===== config.mk =====
export PLATFORM = sky130hd
export DESIGN_NAME = priority_job_queue_core
export DESIGN_NICKNAME = d
export VERILOG_FILES = /design/src/rtl/pjq_pkg.sv /design/src/rtl/pjq_cell.sv /design/src/rtl/priority_job_queue_core.sv
export SDC_FILE = /design/constraint.sdc
export NUM_CORES = 1
export LEC_CHECK = 0
export BUFFER_PORTS_ARGS = -buffer_cell sky130_fd_sc_hd__buf_2
export CAP_MARGIN = 20
export CORE_ASPECT_RATIO = 1.5
export CORE_UTILIZATION = 40
export DETAILED_ROUTE_END_ITERATION = 8
export PLACE_DENSITY = 0.6
export RECOVER_POWER = 25
export SLEW_MARGIN = 20
export SYNTH_ARGS = -nofsm -noshare
export SYNTH_HDL_FRONTEND = slang
export SYNTH_SLANG_ARGS = --single-unit

===== constraint.sdc =====
create_clock -name clk -period 4.8 [get_ports clk]
set_input_delay 0.48 -clock clk [delete_from_list [all_inputs] [get_ports clk]]
set_output_delay 0.48 -clock clk [all_outputs]
set_load 0.1 [all_outputs]

===== src/rtl/pjq_pkg.sv =====
// pjq_pkg: request and response transaction types, slot type, cell control
// and operation/status codes for the priority job queue. No dependencies.
`timescale 1ns / 1ps
`default_nettype none

package pjq_pkg;

  localparam logic KIND_INSERT = 1'b0;
  localparam logic KIND_REMOVE = 1'b1;

  localparam logic [1:0] STATUS_INSERTED   = 2'd0;
  localparam logic [1:0] STATUS_FULL       = 2'd1;
  localparam logic [1:0] STATUS_REMOVED    = 2'd2;
  localparam logic [1:0] STATUS_EMPTY      = 2'd3;

  typedef struct packed {
    logic               kind;
    logic [31:0]        job_id;
    logic signed [15:0] job_priority;
  } job_in_t;

  typedef struct packed {
    logic [1:0]         status;
    logic [31:0]        out_job_id;
    logic signed [15:0] out_priority;
    logic [2:0]         occupancy;
  } job_out_t;

  typedef struct packed {
    logic [31:0]        job_id;
    logic signed [15:0] job_priority;
  } slot_t;

  typedef struct packed {
    logic do_insert;
    logic do_remove;
  } cell_ctrl_t;

endpackage

`default_nettype wire


===== src/rtl/pjq_cell.sv =====
// pjq_cell: one queue slot plus one stage of the running-maximum chain.
// Depends on pjq_pkg (slot_t, cell_ctrl_t).
`timescale 1ns / 1ps
`default_nettype none

module pjq_cell #(
  parameter int DEPTH = 4,
  parameter int POS   = 0
) (
  input  wire                           clk,
  input  wire pjq_pkg::cell_ctrl_t      ctrl,
  input  wire [$clog2(DEPTH+1)-1:0]     count,
  input  wire [$clog2(DEPTH)-1:0]       win_pos,
  input  wire pjq_pkg::slot_t           ins_slot,
  input  wire pjq_pkg::slot_t           right_slot,
  input  wire                           best_in_found,
  input  wire pjq_pkg::slot_t           best_in_slot,
  input  wire [$clog2(DEPTH)-1:0]       best_in_pos,
  output pjq_pkg::slot_t                slot,
  output logic                          best_out_found,
  output pjq_pkg::slot_t                best_out_slot,
  output logic [$clog2(DEPTH)-1:0]      best_out_pos
);

  localparam int PW = $clog2(DEPTH);
  localparam int CW = $clog2(DEPTH + 1);
  localparam logic [PW-1:0] MY_POS  = PW'(POS);
  localparam logic [CW-1:0] MY_CPOS = CW'(POS);

  logic occupied;
  logic take_own;

  assign occupied = MY_CPOS < count;
  // strict compare: an equal priority further back never displaces the older one
  assign take_own = occupied &&
                    (!best_in_found ||
                     ($signed(slot.job_priority) > $signed(best_in_slot.job_priority)));

  always_ff @(posedge clk) begin
    if (ctrl.do_insert && (MY_CPOS == count)) begin
      slot <= ins_slot;
    end else if (ctrl.do_remove && (MY_POS >= win_pos)) begin
      slot <= right_slot;
    end
  end

  always_ff @(posedge clk) begin
    if (take_own) begin
      best_out_found <= 1'b1;
      best_out_slot  <= slot;
      best_out_pos   <= MY_POS;
    end else begin
      best_out_found <= best_in_found;
      best_out_slot  <= best_in_slot;
      best_out_pos   <= best_in_pos;
    end
  end

endmodule

`default_nettype wire


===== src/rtl/priority_job_queue_core.sv =====
// Priority job queue: insert appends in arrival order; remove takes the highest
// priority (oldest on a tie). Insert (also when full) and empty remove: result
// strobe in the cycle after start, and busy stays low. Remove: busy through
// the SCAN and TAKE states while the running maximum walks the cell chain one
// cell per cycle; the result strobe follows TAKE. rst (sync, high) empties the
// queue; results cannot be stalled by the receiver.
`timescale 1ns / 1ps
`default_nettype none

module priority_job_queue_core #(
  parameter int DEPTH = 4
) (
  input  wire                     clk,
  input  wire                     rst,
  input  wire                     start,
  output logic                    busy,
  input  wire pjq_pkg::job_in_t   req,
  output logic                    done,
  output pjq_pkg::job_out_t       rsp
);

  localparam int PW = $clog2(DEPTH);
  localparam int CW = $clog2(DEPTH + 1);

  localparam logic [1:0] ST_IDLE = 2'd0;
  localparam logic [1:0] ST_SCAN = 2'd1;
  localparam logic [1:0] ST_TAKE = 2'd2;

  logic [1:0]    state;
  logic [CW-1:0] count;
  logic [PW-1:0] scan_cnt;

  logic                accept;
  pjq_pkg::cell_ctrl_t ctrl;
  pjq_pkg::slot_t      ins_slot;

  // slot chain: entry DEPTH is the empty filler shifted into the last cell
  pjq_pkg::slot_t slots     [DEPTH+1];
  // running-maximum chain: entry 0 feeds the front cell, entry DEPTH is the winner
  logic           best_found[DEPTH+1];
  pjq_pkg::slot_t best_slot [DEPTH+1];
  logic [PW-1:0]  best_pos  [DEPTH+1];

  assign busy   = (state != ST_IDLE);
  assign accept = start && !busy;

  assign ins_slot.job_id       = req.job_id;
  assign ins_slot.job_priority = req.job_priority;

  // insert writes the tail cell on the accept edge; remove closes the gap in TAKE
  assign ctrl.do_insert = accept && (req.kind == pjq_pkg::KIND_INSERT) &&
                          (count != CW'(DEPTH));
  assign ctrl.do_remove = (state == ST_TAKE);

  assign slots[DEPTH]  = '0;
  assign best_found[0] = 1'b0;
  assign best_slot[0]  = '0;
  assign best_pos[0]   = '0;

  for (genvar i = 0; i < DEPTH; i++) begin : g_cell
    pjq_cell #(
      .DEPTH (DEPTH),
      .POS   (i)
    ) u_cell (
      .clk            (clk),
      .ctrl           (ctrl),
      .count          (count),
      .win_pos        (best_pos[DEPTH]),
      .ins_slot       (ins_slot),
      .right_slot     (slots[i+1]),
      .best_in_found  (best_found[i]),
      .best_in_slot   (best_slot[i]),
      .best_in_pos    (best_pos[i]),
      .slot           (slots[i]),
      .best_out_found (best_found[i+1]),
      .best_out_slot  (best_slot[i+1]),
      .best_out_pos   (best_pos[i+1])
    );
  end

  // Control: the chain result settles only after the running maximum has passed
  // every cell, since each cell registers its stage; SCAN waits for it.
  always_ff @(posedge clk) begin
    if (rst) begin
      state    <= ST_IDLE;
      count    <= '0;
      scan_cnt <= '0;
      done     <= 1'b0;
    end else begin
      done <= 1'b0;
      unique case (state)
        ST_IDLE: begin
          if (accept) begin
            if (req.kind == pjq_pkg::KIND_INSERT) begin
              done <= 1'b1;
              if (count != CW'(DEPTH)) begin
                count <= count + CW'(1);
              end
            end else if (count == '0) begin
              done <= 1'b1;
            end else begin
              state    <= ST_SCAN;
              scan_cnt <= '0;
            end
          end
        end
        ST_SCAN: begin
          scan_cnt <= scan_cnt + PW'(1);
          if (scan_cnt == PW'(DEPTH - 1)) begin
            state <= ST_TAKE;
          end
        end
        ST_TAKE: begin
          done  <= 1'b1;
          count <= count - CW'(1);
          state <= ST_IDLE;
        end
        default: begin
          state <= ST_IDLE;
        end
      endcase
    end
  end

  // Response payload: no reset needed, qualified by done.
  always_ff @(posedge clk) begin
    if (state == ST_TAKE) begin
      rsp.status       <= pjq_pkg::STATUS_REMOVED;
      rsp.out_job_id   <= best_slot[DEPTH].job_id;
      rsp.out_priority <= best_slot[DEPTH].job_priority;
      rsp.occupancy    <= 3'(count - CW'(1));
    end else if (accept) begin
      rsp.out_job_id   <= '0;
      rsp.out_priority <= '0;
      if (req.kind == pjq_pkg::KIND_INSERT) begin
        if (count != CW'(DEPTH)) begin
          rsp.status    <= pjq_pkg::STATUS_INSERTED;
          rsp.occupancy <= 3'(count + CW'(1));
        end else begin
          rsp.status    <= pjq_pkg::STATUS_FULL;
          rsp.occupancy <= 3'(count);
        end
      end else begin
        rsp.status    <= pjq_pkg::STATUS_EMPTY;
        rsp.occupancy <= 3'(count);
      end
    end
  end

  // occupancy never runs past the number of cells
  a_count_range: assert property (@(posedge clk) disable iff (rst)
    count <= CW'(DEPTH))
    else $error("queue count exceeds depth");

  // a removal only reaches the take step with something held, and the chain found it
  a_take_nonempty: assert property (@(posedge clk) disable iff (rst)
    (state == ST_TAKE) |-> ((count != '0) && best_found[DEPTH]))
    else $error("take step with empty queue or no winner");

  // an insert transaction answers on the very next cycle
  a_insert_latency: assert property (@(posedge clk) disable iff (rst)
    (accept && (req.kind == pjq_pkg::KIND_INSERT)) |=> done)
    else $error("insert transaction not answered in one cycle");

  // a completed removal leaves one job fewer
  a_remove_count: assert property (@(posedge clk) disable iff (rst)
    (state == ST_TAKE) |=> (count == $past(count) - CW'(1)))
    else $error("removal did not decrement count");

endmodule

`default_nettype wire

==> impl_metrics.toml, run 1 <==
[run_status]
status = "complete, but fails checks"
violations = "capacitance limit, slew limit"

[pwr]
p_leak_uw = 0.00923
ir_drop_uv = 242
pwr_density_cell_nw_per_um2 = 382

[layout]
multi_input_area_um2 = 10800
nNetsFinal = 2266
ff_latch_area_um2 = 11500
area_growth_pct = 11.1
fill_cells = 5402
drive_gt1_share_pct = 18.4
final_area_um2 = 25800

[drt]
first_iter_violations = 867
drc = 0
vias = 16500
routed_via_density = 5.57
routed_wirelength_mm = 60.0
dr.pass1.iters = 6
avgRoutedWirePerCell_um = 20.3
ant_nets = 0

[grt]
grt_max_degree = 126
grt_pass1_wl_mm = 93.8
antenna_found_initial = 1
grt-ovfl-total = 0
grt_usage_pct = 20.4
grt_pass1_vias = 16800

[setup_path]
arrival_ps = 3940
ff2ff_path_depth = 4
crit_path_start_kind = "flip-flop"
setup.worst_path.start = "state[1]"
timing.rr.start = "state[1]"
worstPathCellList = "nor2b_1 -> nand2_1 -> nand2_2 -> buf_4"
crit_type = "flip-flop to flip-flop"
slowest_stage = "nor2b_1"
critical-path-max-stage-delay_ps = 1690
path_max_fanout = 33
crit_required_ps = 5040
crit_path_end_kind = "flip-flop"

[synth]
netlist_area_um2 = 23200
syn-num-nets = 2256
synth_most_common_cell = "edfxtp_1"
ys_seq_elements = 453
synth_edf_count = 243
yosys-top-cells-area = "edfxtp_1 31%, dfxtp_1 18%, mux2_2 11%"
async_reset_ff_share_pct = 0
ys_seq_area_share_pct = 49.6
synth.avg_cell_area_um2 = 10.8
post-synth-top-area-fraction_pct = 31.5
yosysUniqueCellTypes = 56
synth_ff_type = "edfxtp_1"
yosys_warnings = 0
yosys.area.top_type = "edfxtp_1"
synth_commonest_cells = "243 x edfxtp_1, 225 x mux2_2, 210 x dfxtp_1"
syn-instance-count = 2150

[sta]
clock_skew_ps = 22.5
period_share_pct = 77.2
rsz0062_at_grt = "false"
timing.slew.headroom_pct = -79.2
fmax_ghz = 0.270
final.setup.tns_ps = 0
maxSlewViolCount = 80
setup_violations = 0
worst_pin_slew_ps = 2680
min_period_ps = 3700
hold_viol_final = 0

[clocking]
clockBufferDepth = 3
post_cts_buffers = 0
cts_root_buffer = "clkbuf_16"
clk_pin_slew_ps = 60
cts_sinks = 453
cts_buffers = 46
insertion_delay_ps = 580
cts_max_level = 2
cts_resized = 0
cts_tree = "built"
cts_hold_buf = 0

[worst_hold_path]
hold_class = "input port to flip-flop"
min_path_cells = 2
worstHoldStart = "rst"

[floorplanning]
std_cell_rows = 107
dieHeight_um = 297
io_pins = 107
dieArea_um2 = 58900
initial_core_util_pct = 40.6
die_x_um = 199
core_um2 = 57000

[place]
place.port_buffers = 106
place.gp.congestion = 0.778
postPlaceCellArea_um2 = 24300
hpwl_mm = 36.9

[flow_run]
drv_cap = 3
-- where the power goes --
group          switching, uW  internal, uW  total [uW]
Clock                   1580          2120        3710
Combinational            948           546        1490
Sequential               198          4440        4640
-- cell usage in the layout, fill, tap and decap left out, types with 52 or more instances in the layout --
cell type | synthesis | routed
edfxtp_1 | 243 | 243
ha_1 | 54 | 52
nor2_1 | 64 | 64
nor2b_1 | 54 | 52
mux2i_1 | 97 | 97
dfxtp_1 | 210 | 210
mux2_2 | 225 | 225
inv_1 | 60 | 60
clkbuf_1 | 120 | 63
nand4_1 | 89 | 89
nand3b_1 | 65 | 65
buf_2 | 35 | 52
nand3_1 | 195 | 194
nand2_1 | 141 | 137
and2_1 | 99 | 58
nor3b_1 | 96 | 96
-- cells by family (layout without fill, tap and decap cells) --
kind of cell	Yosys count	in the layout	synth area share, %
AND/OR/NAND/NOR	938	938	22.8
flip-flops	453	453	49.6
multiplexers	370	370	17.5
buffers and inverters	239	287	4.48
AO/OA/AOI/OAI	92	92	2.54
adder cells (fa/ha/maj)	54	54	2.91
XOR/XNOR	4	4	0.151
other	0	1	0
-- metal layers --
layer	vias up	GRT usage (%)	part of all wire (%)
met5	-	0	0
met4	0	7.82	3.3
met3	128	2.30	3.7
met2	389	38.0	53
met1	8186	23.4	40
li1	7792	-	-
-- worst max-delay path, delay by kind of cell (launching register included) --
family	cells	cell delay [ps]
buf+inv	1	420
simple gates	3	2440
flops	1	480
-- worst paths after layout --
path	to	slack [ps]
worst max register to register	g_cell[2].u_cell.slot[21]	1100
worst max-delay path	g_cell[2].u_cell.slot[21]	1100
worst min register to register	g_cell[3].u_cell.best_out_pos[1]	420
worst min-delay path	count[0]	190
-- cell type report --
cell class	count	share of cell area, %
timing repair buffer	141	2.97
inverter	60	0.875
clock buffer	61	5.04
antenna	1	0.00972
sequential	453	44.7
multi-input combinational	1458	41.8
clock inverter	25	0.947
tap	763	3.71
-- flip-flops by register name, summed over array words and instances (netlist names) --
register,cells
g_cell.u_cell.best_out_slot,192
g_cell.u_cell.slot,192
rsp,53
g_cell.u_cell.best_out_pos,5
count,3
g_cell.u_cell.best_out_found,3
scan_cnt,2
state,2
done,1
-- per-stage QoR --
stage / utilization [%] / instances / power, uW / hold slack [ps] / setup WS (ps)
after floorplan: - / 2150 / 5800 / 399 / 145
after global placement: 42.6 / 2875 / 6200 / 412 / 1420
after detailed placement: 42.6 / 2875 / 6230 / 413 / 1380
after CTS: 45.3 / 2961 / 9950 / 177 / 1360
after global routing: 45.2 / 2962 / 10200 / 193 / 602
final: 45.2 / 2962 / 9840 / 189 / 1100
Note: power is estimated with default switching activity, not from simulation.
==> run 2: changes to the inputs <==
Clock period 4.8 ns to 3.4 ns, I/O delays scaled along.
==> impl_metrics.toml, run 2 (same netlist as run 1, synthesis figures left out) <==
[run_status]
status = "complete, but fails checks"
violations = "capacitance limit, slew limit"

[sta]
period_share_pct = 87.3
fmax_ghz = 0.337
worst_pin_slew_ps = 1520
setup_violations = 0
clock_skew_ps = 21.9
maxSlewViolCount = 50
worst_hold_slack_ps = 70.7
timing.slew.headroom_pct = -1.21
min_period_ps = 2970
hold_viol_final = 0
final.setup.tns_ps = 0
setup_slack_ps = 432
rsz0062_at_grt = "false"

[clocking]
cts_sinks = 453
cts_resized = 0
cts_max_level = 2
clockBufferDepth = 3
post_cts_buffers = 0
insertion_delay_ps = 570
cts_tree = "built"
clk_pin_slew_ps = 60
cts_root_buffer = "clkbuf_16"
cts_buffers = 45
cts_hold_buf = 0

[setup_path]
crit_required_ps = 3810
arrival_ps = 3380
crit_path_end_kind = "flip-flop"
crit_type = "flip-flop to flip-flop"
crit_path_start_kind = "flip-flop"
path_max_fanout = 102

[worst_hold_path]
hold_class = "input port to flip-flop"

[floorplanning]
die_x_um = 199
initial_core_util_pct = 40.6
dieArea_um2 = 58900
io_pins = 107
dieHeight_um = 297
std_cell_rows = 107
core_um2 = 57000

[flow_run]
drv_cap = 1

[layout]
area_growth_pct = 11.4
mostFrequentLayoutCells = "243 x edfxtp_1, 225 x mux2_2, 210 x dfxtp_1"
nNetsFinal = 2278
fill_cells = 5386
final_area_um2 = 25800
drive_gt1_share_pct = 18.8
final_util_pct = 45.3
top_regs = "g_cell.u_cell.best_out_slot x192, g_cell.u_cell.slot x192, rsp x53"
multi_input_area_um2 = 10800
ff_latch_area_um2 = 11500
final_common_cell = "edfxtp_1"

[place]
hpwl_mm = 36.9
place.port_buffers = 106
dp_slack_ps = 442
place.gp.congestion = 0.788
postPlaceCellArea_um2 = 24500

[pwr]
p_leak_uw = 0.00930
pwr_density_cell_nw_per_um2 = 529
ir_drop_uv = 292

[drt]
avgRoutedWirePerCell_um = 20.5
drc = 0
routed_wirelength_mm = 61.1
dr.pass1.iters = 6
routed_via_density = 5.57
vias = 16600
ant_nets = 0
first_iter_violations = 958

[grt]
grt_pass1_vias = 17100
grt_pass1_wl_mm = 96.1
antenna_found_initial = 3
grt_usage_pct = 20.9
grt-ovfl-total = 0
grt_max_degree = 130
## run 2: changes by cell type in the layout (fill, tap and decap cells not counted), moves of 3 or more
cell        delta
clkinv_1       -5
clkbuf_1       +8
buf_12         +5
and2_1        +10
clkinvlp_4     -3
and2_0        -10
buf_4          +4
clkbuf_8       -3
## run 2: critical path: stages (launching register included)
cell and delay [ps]:
edfxtp_1 470, ha_4 480, nand4_2 220, or4_1 620, nand2_4 140, buf_12 370, nor3b_1 120, mux2i_1 160
nand4_1 150
## run 2: final timing paths
path,from,end,slack (ps),cells after the start
setup / recovery,g_cell[3].u_cell.slot[15],g_cell[3].u_cell.best_out_slot[25],430,8
hold / removal,rst,scan_cnt[1],70,2
setup reg to reg,g_cell[3].u_cell.slot[15],g_cell[3].u_cell.best_out_slot[25],430,8
hold reg to reg,g_cell[2].u_cell.best_out_pos[0],g_cell[3].u_cell.best_out_pos[0],420,2
## run 2: layout make-up
class                           instances  share of cell area [%]
Multi-Input combinational cell       1458                    41.7
Clock inverter                         18                   0.586
Antenna cell                            2                  0.0194
Timing Repair Buffer                  154                    3.59
Tap cell                              763                    3.70
Inverter                               60                   0.872
Sequential cell                       453                    44.5
Clock buffer                           66                    4.98
## run 2: per-stage QoR
stage | instances | power [uW]
final | 2974 | 13700
after CTS | 2972 | 13800
after global placement | 2888 | 8770
after detailed placement | 2888 | 8830
after global routing | 2973 | 14200
after floorplan | 2150 | 8180
## run 2: layer usage
| layer | wire length [um] | global-route usage [%] |
|---|---|---|
| met1 | 24700 | 24.2 |
| met2 | 31800 | 38.5 |
| met3 | 2370 | 2.29 |
| met4 | 2230 | 8.48 |
| met5 | 0 | 0 |
## run 2: power by group
group	switching [uW]	internal (uW)	total, uW
Combinational	1360	787	2150
Sequential	264	6270	6540
Clock	2190	2790	4980
Total	3810	9850	13700
